===== src/sv/mfu_pkg.sv =====
package mfu_pkg;

	// Field widths
	localparam int FRAME_W     = 48;
	localparam int ENC_W       = 17;
	localparam int GEAR_W      = 8;
	localparam int CFG_INDEX_W = 8;
	localparam int CFG_DATA_W  = 17;
	localparam int OUT_DATA_W  = 144;

	// Dividend widths of the angle and speed dividers
	localparam int ANGLE_DIV_W = 44;
	localparam int SPEED_DIV_W = 29;

	// Register reset values
	localparam logic [ENC_W-1:0]  ENC_COUNTS_RST = 17'd8192;
	localparam logic [GEAR_W-1:0] GEAR_RATIO_RST = 8'd19;

	// Register indexes
	localparam logic [CFG_INDEX_W-1:0] CFG_IDX_ENC  = 8'd0;
	localparam logic [CFG_INDEX_W-1:0] CFG_IDX_GEAR = 8'd1;

	// 360 * 65536 / 8192 for the angle, 2*pi/60 in Q0.32 for the speed
	localparam logic signed [12:0] ANGLE_K = 13'sd2880;
	localparam logic signed [29:0] SPEED_K = 30'sd449767923;

	localparam int QUEUE_DEPTH_DEF = 2;

	// One unpacked and unwrapped frame, handed from front to back
	typedef struct packed {
		logic signed [31:0] total_counts;
		logic signed [15:0] motor_current;
		logic signed [15:0] speed_rpm;
		logic        [15:0] raw_position;
	} mfu_item_t;

endpackage


===== src/sv/mfu_front.sv =====
module mfu_front import mfu_pkg::*; (
	input  logic                   clk,
	input  logic                   arst_n,
	input  logic                   s_tvalid,
	output logic                   s_tready,
	input  logic [FRAME_W-1:0]     s_tdata,
	input  logic                   cfg_valid,
	output logic                   cfg_ready,
	input  logic [CFG_INDEX_W-1:0] cfg_index,
	input  logic [CFG_DATA_W-1:0]  cfg_data,
	output logic                   push_valid,
	input  logic                   push_ready,
	output mfu_item_t              push_item,
	output logic [GEAR_W-1:0]      gear
);

	logic [ENC_W-1:0]  enc_q;
	logic [GEAR_W-1:0] gear_q;
	logic              primed_q;
	logic [15:0]       last_q;
	logic signed [31:0] sum_q;

	logic [15:0]        pos;
	logic signed [17:0] diff;
	logic signed [18:0] dx, n_s, half_s, adj;
	logic signed [32:0] acc;
	logic signed [31:0] sum_sat, sum_next;
	logic               accept;

	assign cfg_ready  = 1'b1;
	assign s_tready   = push_ready;
	assign accept     = s_tvalid & push_ready;
	assign push_valid = s_tvalid;
	assign gear       = gear_q;
	assign pos        = s_tdata[47:32];

	// Fold the position step into half a turn and add it with saturation
	always_comb begin
		diff   = $signed({2'b00, pos}) - $signed({2'b00, last_q});
		dx     = {diff[17], diff};
		n_s    = $signed({2'b00, enc_q});
		half_s = $signed({3'b000, enc_q[ENC_W-1:1]});
		if (dx > half_s) begin
			adj = dx - n_s;
		end else if (dx < -half_s) begin
			adj = dx + n_s;
		end else begin
			adj = dx;
		end
		acc = {sum_q[31], sum_q} + {{14{adj[18]}}, adj};
		if (acc[32] != acc[31]) begin
			sum_sat = acc[32] ? 32'sh8000_0000 : 32'sh7FFF_FFFF;
		end else begin
			sum_sat = acc[31:0];
		end
		sum_next = primed_q ? sum_sat : 32'sd0;
	end

	always_comb begin
		push_item.raw_position  = pos;
		push_item.speed_rpm     = s_tdata[31:16];
		push_item.motor_current = s_tdata[15:0];
		push_item.total_counts  = sum_next;
	end

	// Hold configuration registers
	always_ff @(posedge clk or negedge arst_n) begin
		if (!arst_n) begin
			enc_q  <= ENC_COUNTS_RST;
			gear_q <= GEAR_RATIO_RST;
		end else if (cfg_valid) begin
			unique case (cfg_index)
				CFG_IDX_ENC:  enc_q  <= cfg_data;
				CFG_IDX_GEAR: gear_q <= cfg_data[GEAR_W-1:0];
				default: ;
			endcase
		end
	end

	// Advance unwrap state on each accepted transaction
	always_ff @(posedge clk or negedge arst_n) begin
		if (!arst_n) begin
			primed_q <= 1'b0;
			last_q   <= '0;
			sum_q    <= '0;
		end else if (accept) begin
			primed_q <= 1'b1;
			last_q   <= pos;
			sum_q    <= sum_next;
		end
	end

endmodule


===== src/sv/mfu_queue.sv =====
module mfu_queue import mfu_pkg::*; #(
	parameter int DEPTH = QUEUE_DEPTH_DEF
) (
	input  logic      clk,
	input  logic      arst_n,
	input  logic      push_valid,
	output logic      push_ready,
	input  mfu_item_t push_item,
	output logic      pop_valid,
	input  logic      pop_ready,
	output mfu_item_t pop_item
);

	localparam int PW = $clog2(DEPTH);
	localparam int CW = $clog2(DEPTH + 1);

	mfu_item_t       slot_q [DEPTH];
	logic [PW-1:0]   wr_ptr_q, rd_ptr_q;
	logic [CW-1:0]   cnt_q;
	logic            do_push, do_pop;

	assign push_ready = (cnt_q != CW'(DEPTH));
	assign pop_valid  = (cnt_q != '0);
	assign pop_item   = slot_q[rd_ptr_q];
	assign do_push    = push_valid & push_ready;
	assign do_pop     = pop_valid & pop_ready;

	// Store entries
	always_ff @(posedge clk) begin
		if (do_push) begin
			slot_q[wr_ptr_q] <= push_item;
		end
	end

	// Advance pointers and fill count
	always_ff @(posedge clk or negedge arst_n) begin
		if (!arst_n) begin
			wr_ptr_q <= '0;
			rd_ptr_q <= '0;
			cnt_q    <= '0;
		end else begin
			if (do_push) begin
				wr_ptr_q <= (wr_ptr_q == PW'(DEPTH - 1)) ? '0 : wr_ptr_q + 1'b1;
			end
			if (do_pop) begin
				rd_ptr_q <= (rd_ptr_q == PW'(DEPTH - 1)) ? '0 : rd_ptr_q + 1'b1;
			end
			if (do_push && !do_pop) begin
				cnt_q <= cnt_q + 1'b1;
			end else if (do_pop && !do_push) begin
				cnt_q <= cnt_q - 1'b1;
			end
		end
	end

endmodule


===== src/sv/mfu_div.sv =====
module mfu_div import mfu_pkg::*; #(
	parameter int W = ANGLE_DIV_W
) (
	input  logic              clk,
	input  logic              arst_n,
	input  logic              start,
	input  logic [W-1:0]      dividend,
	input  logic [GEAR_W-1:0] divisor,
	output logic              busy,
	output logic [W-1:0]      quotient
);

	localparam int CW = $clog2(W + 1);

	logic [W-1:0]      quo_q;
	logic [GEAR_W-1:0] rem_q, dvs_q;
	logic [CW-1:0]     cnt_q;
	logic              busy_q;
	logic [GEAR_W:0]   rem_sh, rem_nx;
	logic              ge;

	assign busy     = busy_q;
	assign quotient = quo_q;

	// One restoring step: shift in the next dividend bit, subtract if it fits
	always_comb begin
		rem_sh = {rem_q, quo_q[W-1]};
		ge     = (rem_sh >= {1'b0, dvs_q});
		rem_nx = ge ? rem_sh - {1'b0, dvs_q} : rem_sh;
	end

	always_ff @(posedge clk or negedge arst_n) begin
		if (!arst_n) begin
			busy_q <= 1'b0;
			cnt_q  <= '0;
		end else if (start) begin
			busy_q <= 1'b1;
			cnt_q  <= CW'(W);
		end else if (busy_q) begin
			cnt_q <= cnt_q - 1'b1;
			if (cnt_q == CW'(1)) begin
				busy_q <= 1'b0;
			end
		end
	end

	always_ff @(posedge clk) begin
		if (start) begin
			quo_q <= dividend;
			rem_q <= '0;
			dvs_q <= divisor;
		end else if (busy_q) begin
			quo_q <= {quo_q[W-2:0], ge};
			rem_q <= rem_nx[GEAR_W-1:0];
		end
	end

endmodule


===== src/sv/mfu_back.sv =====
module mfu_back import mfu_pkg::*; (
	input  logic                  clk,
	input  logic                  arst_n,
	input  logic                  pop_valid,
	output logic                  pop_ready,
	input  mfu_item_t             pop_item,
	input  logic [GEAR_W-1:0]     gear,
	output logic                  m_tvalid,
	input  logic                  m_tready,
	output logic [OUT_DATA_W-1:0] m_tdata
);

	typedef enum logic [1:0] {ST_IDLE, ST_MUL, ST_DIV} state_t;

	state_t             state_q;
	mfu_item_t          item_s1;
	logic signed [43:0] ang_prod_s1;
	logic signed [44:0] spd_prod_s1;
	logic               ang_neg_s2, spd_neg_s2;

	mfu_item_t          out_item_q;
	logic signed [31:0] angle_q, speed_q;
	logic               out_valid_q;

	logic signed [44:0] ang_full;
	logic signed [45:0] spd_full;
	logic [GEAR_W-1:0]  gear_eff;
	logic [43:0]        ang_mag, ang_dvd;
	logic [44:0]        spd_mag, spd_sum;
	logic [SPEED_DIV_W-1:0] spd_dvd, spd_quo;
	logic [ANGLE_DIV_W-1:0] ang_quo;
	logic               div_start, ang_busy, spd_busy, finish;
	logic signed [31:0] angle_res, speed_res;

	assign gear_eff  = (gear == '0) ? GEAR_W'(1) : gear;
	assign pop_ready = (state_q == ST_IDLE);
	assign div_start = (state_q == ST_MUL);
	assign finish    = (state_q == ST_DIV) && !ang_busy && !spd_busy &&
		(!out_valid_q || m_tready);

	assign m_tvalid = out_valid_q;
	assign m_tdata  = {speed_q, angle_q, out_item_q.total_counts,
		out_item_q.motor_current, out_item_q.speed_rpm, out_item_q.raw_position};

	// Scale by the angle and speed constants
	assign ang_full = pop_item.total_counts * ANGLE_K;
	assign spd_full = pop_item.speed_rpm * SPEED_K;

	// Take magnitudes and add the rounding half of each divisor
	always_comb begin
		ang_mag = ang_prod_s1[43] ? (~ang_prod_s1 + 44'd1) : ang_prod_s1;
		ang_dvd = ang_mag + 44'(gear_eff >> 1);
		spd_mag = spd_prod_s1[44] ? (~spd_prod_s1 + 45'd1) : spd_prod_s1;
		spd_sum = spd_mag + 45'({gear_eff, 15'd0});
		spd_dvd = spd_sum[16 +: SPEED_DIV_W];
	end

	mfu_div #(.W(ANGLE_DIV_W)) u_ang_div (
		.clk      (clk),
		.arst_n   (arst_n),
		.start    (div_start),
		.dividend (ang_dvd),
		.divisor  (gear_eff),
		.busy     (ang_busy),
		.quotient (ang_quo)
	);

	mfu_div #(.W(SPEED_DIV_W)) u_spd_div (
		.clk      (clk),
		.arst_n   (arst_n),
		.start    (div_start),
		.dividend (spd_dvd),
		.divisor  (gear_eff),
		.busy     (spd_busy),
		.quotient (spd_quo)
	);

	// Restore signs and saturate the angle to Q16.16 range
	always_comb begin
		if (!ang_neg_s2) begin
			angle_res = (ang_quo[43:31] != '0) ? 32'sh7FFF_FFFF : {1'b0, ang_quo[30:0]};
		end else if (ang_quo > 44'h0_8000_0000) begin
			angle_res = 32'sh8000_0000;
		end else begin
			angle_res = ~ang_quo[31:0] + 32'd1;
		end
		speed_res = spd_neg_s2 ? (~{3'b000, spd_quo} + 32'd1) : {3'b000, spd_quo};
	end

	// Hold state and output valid registers
	always_ff @(posedge clk or negedge arst_n) begin
		if (!arst_n) begin
			state_q     <= ST_IDLE;
			out_valid_q <= 1'b0;
		end else begin
			if (finish) begin
				out_valid_q <= 1'b1;
			end else if (m_tready) begin
				out_valid_q <= 1'b0;
			end
			unique case (state_q)
				ST_IDLE: begin
					if (pop_valid) begin
						state_q <= ST_MUL;
					end
				end
				ST_MUL: begin
					state_q <= ST_DIV;
				end
				ST_DIV: begin
					if (finish) begin
						state_q <= ST_IDLE;
					end
				end
				default: state_q <= ST_IDLE;
			endcase
		end
	end

	// Payload registers
	always_ff @(posedge clk) begin
		if (state_q == ST_IDLE && pop_valid) begin
			item_s1     <= pop_item;
			ang_prod_s1 <= ang_full[43:0];
			spd_prod_s1 <= spd_full[44:0];
		end
		if (div_start) begin
			ang_neg_s2 <= ang_prod_s1[43];
			spd_neg_s2 <= spd_prod_s1[44];
		end
		if (finish) begin
			out_item_q <= item_s1;
			angle_q    <= angle_res;
			speed_q    <= speed_res;
		end
	end

	a_idle_div_free: assert property (@(posedge clk) disable iff (!arst_n)
		state_q == ST_IDLE |-> !ang_busy && !spd_busy)
		else $error("divider busy while back end idle");

	a_start_busy: assert property (@(posedge clk) disable iff (!arst_n)
		state_q == ST_MUL |=> ang_busy && spd_busy)
		else $error("dividers did not start");

	a_speed_range: assert property (@(posedge clk) disable iff (!arst_n)
		out_valid_q |-> (speed_q[31:28] == 4'b0000 || speed_q[31:28] == 4'b1111))
		else $error("output speed out of reachable range");

endmodule


===== src/sv/motor_feedback_unwrap.sv =====
// Motor feedback unwrap. Each input transaction carries the first six bytes of a
// feedback frame (byte 0 in the top bits). The front end unpacks position, speed and
// current and unwraps the position into a saturating 32-bit position count in the
// accept cycle; the first frame after reset primes the counter at zero. Up to
// QUEUE_DEPTH unwrapped frames wait in a queue for the back end, which scales them
// and divides angle and speed by the gear ratio with two bit-serial dividers, one
// quotient bit per cycle. An item passes through the back end in order: it is taken
// from the queue and scaled, the dividers are loaded, 44 angle division steps run and
// the result is registered, which waits while an earlier result is stalled at the
// output. No new item is taken until then. Configuration writes (index 0: encoder
// counts, index 1: gear ratio) are always taken.
module motor_feedback_unwrap import mfu_pkg::*; #(
	parameter int QUEUE_DEPTH = QUEUE_DEPTH_DEF
) (
	input  logic                   clk,
	input  logic                   arst_n,
	input  logic                   s_tvalid,
	output logic                   s_tready,
	// frame_head [47:0]
	input  logic [FRAME_W-1:0]     s_tdata,
	output logic                   m_tvalid,
	input  logic                   m_tready,
	// raw_position [15:0], speed_rpm [31:16], motor_current [47:32],
	// total_counts [79:48], output_angle [111:80], output_speed [143:112]
	output logic [OUT_DATA_W-1:0]  m_tdata,
	input  logic                   cfg_valid,
	output logic                   cfg_ready,
	input  logic [CFG_INDEX_W-1:0] cfg_index,
	input  logic [CFG_DATA_W-1:0]  cfg_data
);

	logic              push_valid, push_ready, pop_valid, pop_ready;
	mfu_item_t         push_item, pop_item;
	logic [GEAR_W-1:0] gear;

	mfu_front u_front (
		.clk        (clk),
		.arst_n     (arst_n),
		.s_tvalid   (s_tvalid),
		.s_tready   (s_tready),
		.s_tdata    (s_tdata),
		.cfg_valid  (cfg_valid),
		.cfg_ready  (cfg_ready),
		.cfg_index  (cfg_index),
		.cfg_data   (cfg_data),
		.push_valid (push_valid),
		.push_ready (push_ready),
		.push_item  (push_item),
		.gear       (gear)
	);

	mfu_queue #(.DEPTH(QUEUE_DEPTH)) u_queue (
		.clk        (clk),
		.arst_n     (arst_n),
		.push_valid (push_valid),
		.push_ready (push_ready),
		.push_item  (push_item),
		.pop_valid  (pop_valid),
		.pop_ready  (pop_ready),
		.pop_item   (pop_item)
	);

	mfu_back u_back (
		.clk       (clk),
		.arst_n    (arst_n),
		.pop_valid (pop_valid),
		.pop_ready (pop_ready),
		.pop_item  (pop_item),
		.gear      (gear),
		.m_tvalid  (m_tvalid),
		.m_tready  (m_tready),
		.m_tdata   (m_tdata)
	);

endmodule

===== config.mk =====
export PLATFORM = sky130hd
export DESIGN_NAME = motor_feedback_unwrap
export DESIGN_NICKNAME = d
export VERILOG_FILES = /design/src/sv/mfu_pkg.sv /design/src/sv/mfu_front.sv /design/src/sv/mfu_queue.sv /design/src/sv/mfu_div.sv /design/src/sv/mfu_back.sv /design/src/sv/motor_feedback_unwrap.sv
export SDC_FILE = /design/constraint.sdc
export NUM_CORES = 2
export LEC_CHECK = 0
export BUFFER_PORTS_ARGS = -buffer_cell sky130_fd_sc_hd__buf_2
export CAP_MARGIN = 20
export CORE_UTILIZATION = 58
export DETAILED_ROUTE_END_ITERATION = 16
export PLACE_DENSITY = 0.87
export SYNTH_ARGS = -nofsm -noshare
export SYNTH_HDL_FRONTEND = slang
export SYNTH_SLANG_ARGS = --single-unit

===== constraint.sdc =====
create_clock -name clk -period 9.9 [get_ports clk]
set_input_delay 0.99 -clock clk [delete_from_list [all_inputs] [get_ports clk]]
set_output_delay 0.99 -clock clk [all_outputs]
set_load 0.01 [all_outputs]

[After elaboration in Yosys (flattened, before gate mapping)]
Memory sizes are Yosys's and may differ from the RTL's.
Cells that the tools add are included.
Operators by class
  eq/ne operators: 9
  $lt $le $gt $ge: 5
  $add $sub $neg: 19
  $mul: 2
  bitwise operators: 6
  muxes and demuxes: 39
  reductions and logical operators: 24
Operator list (number)
  $mux 32: 5
  $mux 44: 3
  $mux 29: 3
  $add 32x1->32 const B: 2
  $add 45x1->45 const B: 1
  $add 45x23->45: 1
  $mul 16x30->45 const B: 1
  $mux 45: 1
  $not 45->45: 1
  $add 44x1->44 const B: 1
  $add 44x7->44: 1
  $gt 44x32->1 const B: 1
  $not 44->44: 1
  $mul 32x7->38 const B: 1
  $mux 19: 2
  $add 32x19->33: 1
  $not 29->32: 1
  $not 32->32: 1
  $mux 31: 1
  $mux 8: 3
  $add 17x18->19: 1
  $lt 17x19->1: 1
  $neg 16->19: 1
  $sub 17x18->19: 1
  31 further kinds: 68
Storage, ports and cells
  output and inout bits: 147
  bits of input ports: 78
  register bits after elaboration: 500
  RAM bits: 160
  word-level logic and storage cells: 139
  memories kept: 1
Memories
  u_queue.slot_q: depth 2, bits a word 80, read ports 1, clocked after Yosys merged registers in 0, write ports 1, line mfu_queue.sv:17  | mfu_item_t slot_q [DEPTH];

[Logic depth before layout (Yosys ltp)]
  depth after elaboration: 8
  depth in mapped cells: 40
  mapped depth without buffers: 36

[By module]
A second synthesis with hierarchy kept.
Second synthesis, totals
  cell total of the unflattened synthesis: 4332
  area total of the unflattened synthesis: 47934.7 um^2
By module, submodules not included
  mfu_back: cells each 2532, instances 1, sequential area each 9263.9 um^2, area an instance 27064.7 um^2
  mfu_front: cells each 1096, instances 1, sequential area each 1856.8 um^2, area an instance 8740.9 um^2
  mfu_queue: cells each 267, instances 1, sequential area each 4904.7 um^2, area an instance 6367.4 um^2
  mfu_div at u_back.u_ang_div: cells each 227, instances 1, sequential area each 1896.8 um^2, area an instance 3184.3 um^2
  mfu_div at u_back.u_spd_div: cells each 210, instances 1, sequential area each 1421.4 um^2, area an instance 2577.5 um^2

[Worst setup path before layout]
Ideal clock, no wire load.
  kind: input-to-reg
  from: in m_tready
  to: reg u_back.state_q[1]
  library setup time: 0.459 ns
  arrival: 8.269 ns
  slack: 1.172 ns
  data required time: 9.441 ns
  buffers on the path: 0
  cell stages on the path: 3
  cell sequence: inv_1 -> a21oi_1 -> o21ai_0
On the way
  longest elaborated chain between the ends: 4
Ends and longest elaborated chain
  start: declaration: line motor_feedback_unwrap.sv:22  | input logic m_tready,
  $logic_or 1x1->1: line mfu_back.sv:39  | (!out_valid_q || m_tready);
  $logic_and 1x1->1: line mfu_back.sv:38  | assign finish = (state_q == ST_DIV) && !ang_busy && !spd_busy &&
  via u_back.finish: line mfu_back.sv:32  | logic div_start, ang_busy, spd_busy, finish;
  $ne 2x1->1 (no line)
  $reduce_and 2->1 (no line)
  end signal: assignment: line mfu_back.sv:93  | state_q <= ST_IDLE;
  end signal: assignment: line mfu_back.sv:104  | state_q <= ST_MUL;
  end signal: assignment: line mfu_back.sv:108  | state_q <= ST_DIV;
  end: declaration: line mfu_back.sv:15  | state_t state_q;
The timed path passes the listed nets, and every way through them passes these cells.
A chain may end at the register's enable or synchronous reset.

[Worst setup path in the final report]
  from: in s_tdata[33]
  to: reg u_front.sum_q[5]
On the way
  longest elaborated chain between the ends: 8
  elaborated cells between the ends (all ways): 12
  classes of those cells: 4 x add/sub; 2 x order compare; 1 x eq/ne; 5 x mux
Ends and longest elaborated chain
  start: declaration: line motor_feedback_unwrap.sv:20  | input logic [FRAME_W-1:0] s_tdata,
  $sub 16x16->17 (*): line mfu_front.sv:39  | diff = $signed({2'b00, pos}) - $signed({2'b00, last_q});
  $add 17x18->19 / $lt 17x19->1 (equally long branches): line mfu_front.sv:46, mfu_front.sv:45
  $mux 19: line mfu_front.sv:45  | end else if (dx < -half_s) begin
  $mux 19 (*): line mfu_front.sv:43  | if (dx > half_s) begin
  $add 32x19->33 (*): line mfu_front.sv:50  | acc = {sum_q[31], sum_q} + {{14{adj[18]}}, adj};
  $mux 32 / $ne 1x1->1 (equally long branches): line mfu_front.sv:52, mfu_front.sv:51
  $mux 32 (*): line mfu_front.sv:51  | if (acc[32] != acc[31]) begin
  $mux 32 (*): line mfu_front.sv:56  | sum_next = primed_q ? sum_sat : 32'sd0;
  end signal: assignment: line mfu_front.sv:89  | sum_q <= sum_next;
  end: declaration: line mfu_front.sv:21  | logic signed [31:0] sum_q;
Every way passes the cells marked *; elsewhere a longest branch is shown, timed or not.

==> parameters.txt <==
Parameter                              Value

Status
  Run status    finished clean

Die
  Num rows    103
  Core outline area    78900 µm²
  Die W    284 µm
  Number of primary I/O pins    225
  DIE AREA    80600 µm²
  Starting density of the core    58.5%
  Die Y-Extent    284 µm

GRT
  First-pass GRT wire length    173000 µm
  Initial antenna violation count    2
  Vias in the first global route    32200
  Overflow left after global routing    0
  Total GRT Usage    26.9%
  Pin count of the biggest net entering global routing    91

Setup path
  Worst EP required    10.45 ns
  Type of the worst setup path    in2reg
  Critical Path AT    9.38 ns
  Cell with the biggest individual delay on the critical path    sky130_fd_sc_hd__o41ai_1
  Cell mode on critical path    sky130_fd_sc_hd__o21ai_0
  Category of the worst setup path capture point    flop
  Setup slack of the most critical reg-to-reg path    1.11 ns
  Max incr delay on CP    0.61 ns
  Nature of the critical path startpoint    input port
  Largest driver fanout on the critical path    22

Routing
  Drt first-iter violations    2814
  Total number of vias    32500
  Post-detailed-route DRC marker count    0
  DR WL/cell    19.5 µm
  Remaining antenna violation count after routing    0
  Average vias per placed instance    5.84
  First-pass DRT Iterations    5
  Detailed Route WL    109000 µm

Synth
  Avg Cell Area, Syn    10.8 µm²
  Cell area after technology mapping    46100 µm²
  Synth Net Count    5012
  Number of enable-type register cells in the synthesized netlist    547
  Main flop type after synthesis    sky130_fd_sc_hd__edfxtp_1
  Yosys cell types    113
  Yosys reg bits    657
  FFs w/ async S/R, synth    14.3%
  Sequential element share of the synthesized area    41.4%
  Total number of yosys warnings    0
  Post-Syn Instances    4256

Final layout
  Final cell count without fillers    5566
  # nets final    5212
  Top library cells by usage in the layout, fill and taps aside    sky130_fd_sc_hd__inv_1 (547), sky130_fd_sc_hd__edfxtp_1 (547), sky130_fd_sc_hd__ha_1 (428)
  Final Instance Area    50800 µm²
  Core Util, Final    64.4%
  Layout overhead on the synthesized area    10.1%
  Filler cells    6011
  Share of cells above drive strength 1    11.7%

Clock tree
  TritonCTS clock tree    yes
  TritonCTS buffer count    71
  Number of clock sinks seen by CTS    657
  Reg clk slew, reported paths    0.07 ns
  Clock insertion delay at the later pin of the skew report    0.66 ns
  Clock Root Buffer    sky130_fd_sc_hd__clkbuf_16
  Total of hold buffers inserted after clock tree synthesis    0
  CTS HTree Levels    3
  Setup Buffers After CTS    0
  Post-CTS Resized    0
  Maximum clock insertion buffer count    3

Placed design
  Weighted congestion at the end of routability-driven global placement    0.964
  Post-placement cell area    48300 µm²
  Count of buffers inserted at the top-level ports    223
  Inst Count DP    5432
  Half-perimeter wire length after detailed placement    81500 µm

Min path
  HP Class    in2async

Run
  Maximum Capacitance Violations    0

STA
  Post-route minimum period    8.83 ns
  Setup TNS    0 ns
  RSZ-0062 raised after global routing    no
  Final worst clock skew    0.0355 ns
  Final Setup Violations    0
  Final number of max-transition violations    0
  Worst-margin pin slew    1.05 ns
  Period utilization    89.2%
  Number of hold violations in the final report    0
  F_max    113 MHz
  Relative slew margins    29.8%
[worst max-delay path, delay by kind of cell]
family,cells,cell delay (ns)
AO/OA/AOI/OAI,22,5.39
adder cells (fa/ha/maj),3,0.83
AND/OR/NAND/NOR,7,1.22
XOR/XNOR,1,0.31
buffers and inverters,3,0.61
[stage by stage]
stage	setup WS, ns	hold WS [ns]
global route	0.346	0.312
floorplan	1.17	0.400
finish	1.07	0.280
CTS	1.35	0.275
detailed placement	0.725	0.405
global placement	1.08	0.401
[registers in the layout, indices dropped and copies added, names as in the netlist, 36 cells and up]
signal,flops
u_queue.slot_q,160
u_back.m_tdata,80
u_back.item_s1,79
u_back.spd_prod_s1,45
u_back.u_ang_div.quotient,44
u_back.ang_prod_s1,36
[synthesized netlist by cell type, types with 8 or more instances]
| cell type | count | area (µm²) |
|---|---|---|
| sky130_fd_sc_hd__inv_1 | 549 | 2060 |
| sky130_fd_sc_hd__edfxtp_1 | 547 | 16400 |
| sky130_fd_sc_hd__ha_1 | 428 | 5360 |
| sky130_fd_sc_hd__nand2_1 | 327 | 1230 |
| sky130_fd_sc_hd__o21ai_0 | 258 | 1290 |
| sky130_fd_sc_hd__fa_1 | 250 | 5000 |
| sky130_fd_sc_hd__a21oi_1 | 236 | 1180 |
| sky130_fd_sc_hd__nor2_1 | 212 | 796 |
| sky130_fd_sc_hd__xnor2_1 | 197 | 1730 |
| sky130_fd_sc_hd__clkbuf_1 | 103 | 387 |
| sky130_fd_sc_hd__dfrtp_1 | 90 | 2250 |
| sky130_fd_sc_hd__xor2_1 | 89 | 780 |
| sky130_fd_sc_hd__mux2_2 | 80 | 901 |
| sky130_fd_sc_hd__a21o_1 | 71 | 533 |
| sky130_fd_sc_hd__nor3_1 | 66 | 330 |
| sky130_fd_sc_hd__nand3_1 | 60 | 300 |
| sky130_fd_sc_hd__nand2b_1 | 50 | 313 |
| sky130_fd_sc_hd__or3_1 | 44 | 275 |
| sky130_fd_sc_hd__nor2b_1 | 35 | 219 |
| sky130_fd_sc_hd__a211oi_1 | 30 | 225 |
| sky130_fd_sc_hd__o21a_1 | 29 | 218 |
| sky130_fd_sc_hd__nand4_1 | 28 | 175 |
| sky130_fd_sc_hd__mux2i_1 | 26 | 260 |
| sky130_fd_sc_hd__nor4_1 | 26 | 163 |
| sky130_fd_sc_hd__o31ai_1 | 26 | 195 |
| sky130_fd_sc_hd__o21bai_1 | 25 | 188 |
| sky130_fd_sc_hd__or2_2 | 21 | 131 |
| sky130_fd_sc_hd__or4_1 | 20 | 150 |
| sky130_fd_sc_hd__a31oi_1 | 18 | 113 |
| sky130_fd_sc_hd__o311ai_1 | 18 | 158 |
| sky130_fd_sc_hd__dfxtp_1 | 16 | 320 |
| sky130_fd_sc_hd__o41ai_1 | 16 | 140 |
| sky130_fd_sc_hd__and3_1 | 15 | 93.8 |
| sky130_fd_sc_hd__and2_1 | 14 | 87.6 |
| sky130_fd_sc_hd__buf_1 | 14 | 52.6 |
| sky130_fd_sc_hd__o21ai_1 | 13 | 65.1 |
| sky130_fd_sc_hd__o22ai_1 | 13 | 81.3 |
| sky130_fd_sc_hd__o211ai_1 | 11 | 82.6 |
| sky130_fd_sc_hd__a21boi_0 | 9 | 67.6 |
| sky130_fd_sc_hd__o31a_1 | 9 | 78.8 |
| sky130_fd_sc_hd__or4_4 | 9 | 101 |
| sky130_fd_sc_hd__nand3b_1 | 8 | 60.1 |
[final cells by class]
type / instances / area, µm² / share of cell area (%)
diodes: 1 / 2.50 / 0.00493
clock buffers: 87 / 1920 / 3.78
clock inverters: 45 / 538 / 1.06
inverters: 553 / 2080 / 4.10
multi-input cells: 2923 / 24500 / 48.2
flip-flops and latches: 657 / 19100 / 37.6
well taps: 1050 / 1310 / 2.59
repair buffers: 250 / 1330 / 2.63
[kinds of logic after synthesis]
logic type	share of synthesized area, %
adders and majority gates	22.5
and+or+nand+nor	10.7
other	0.00813
muxes	2.55
AOI/OAI and AO/OA	11.7
DFF	41.4
xor gates and xnor gates	5.50
buffers and inverters	5.57
[per-layer routing]
metal	up-vias	wire (µm)	track usage [%]
li1	15300	-	-
met1	15800	47000	37.3
met2	1215	51100	43.8
met3	164	8430	4.83
met4	0	2140	6.81
met5	-	0	0
[path summary, 6_finish.rpt]
kind | start | end | cells after the start
max | s_tdata[33] | u_front.sum_q[5] | 36
min | arst_n | u_front.enc_q[14] | 1
max reg2reg | u_front.last_q[1] | u_front.sum_q[5] | 36
min reg2reg | u_back.item_s1[51] | u_back.m_tdata[51] | 0
max in group asynchronous | arst_n | u_queue.rd_ptr_q | 2
min in group clk | u_back.item_s1[51] | u_back.m_tdata[51] | 0
Power is not shown: default switching activity piles up to over one toggle a cycle in this logic, so the estimate is an artifact.
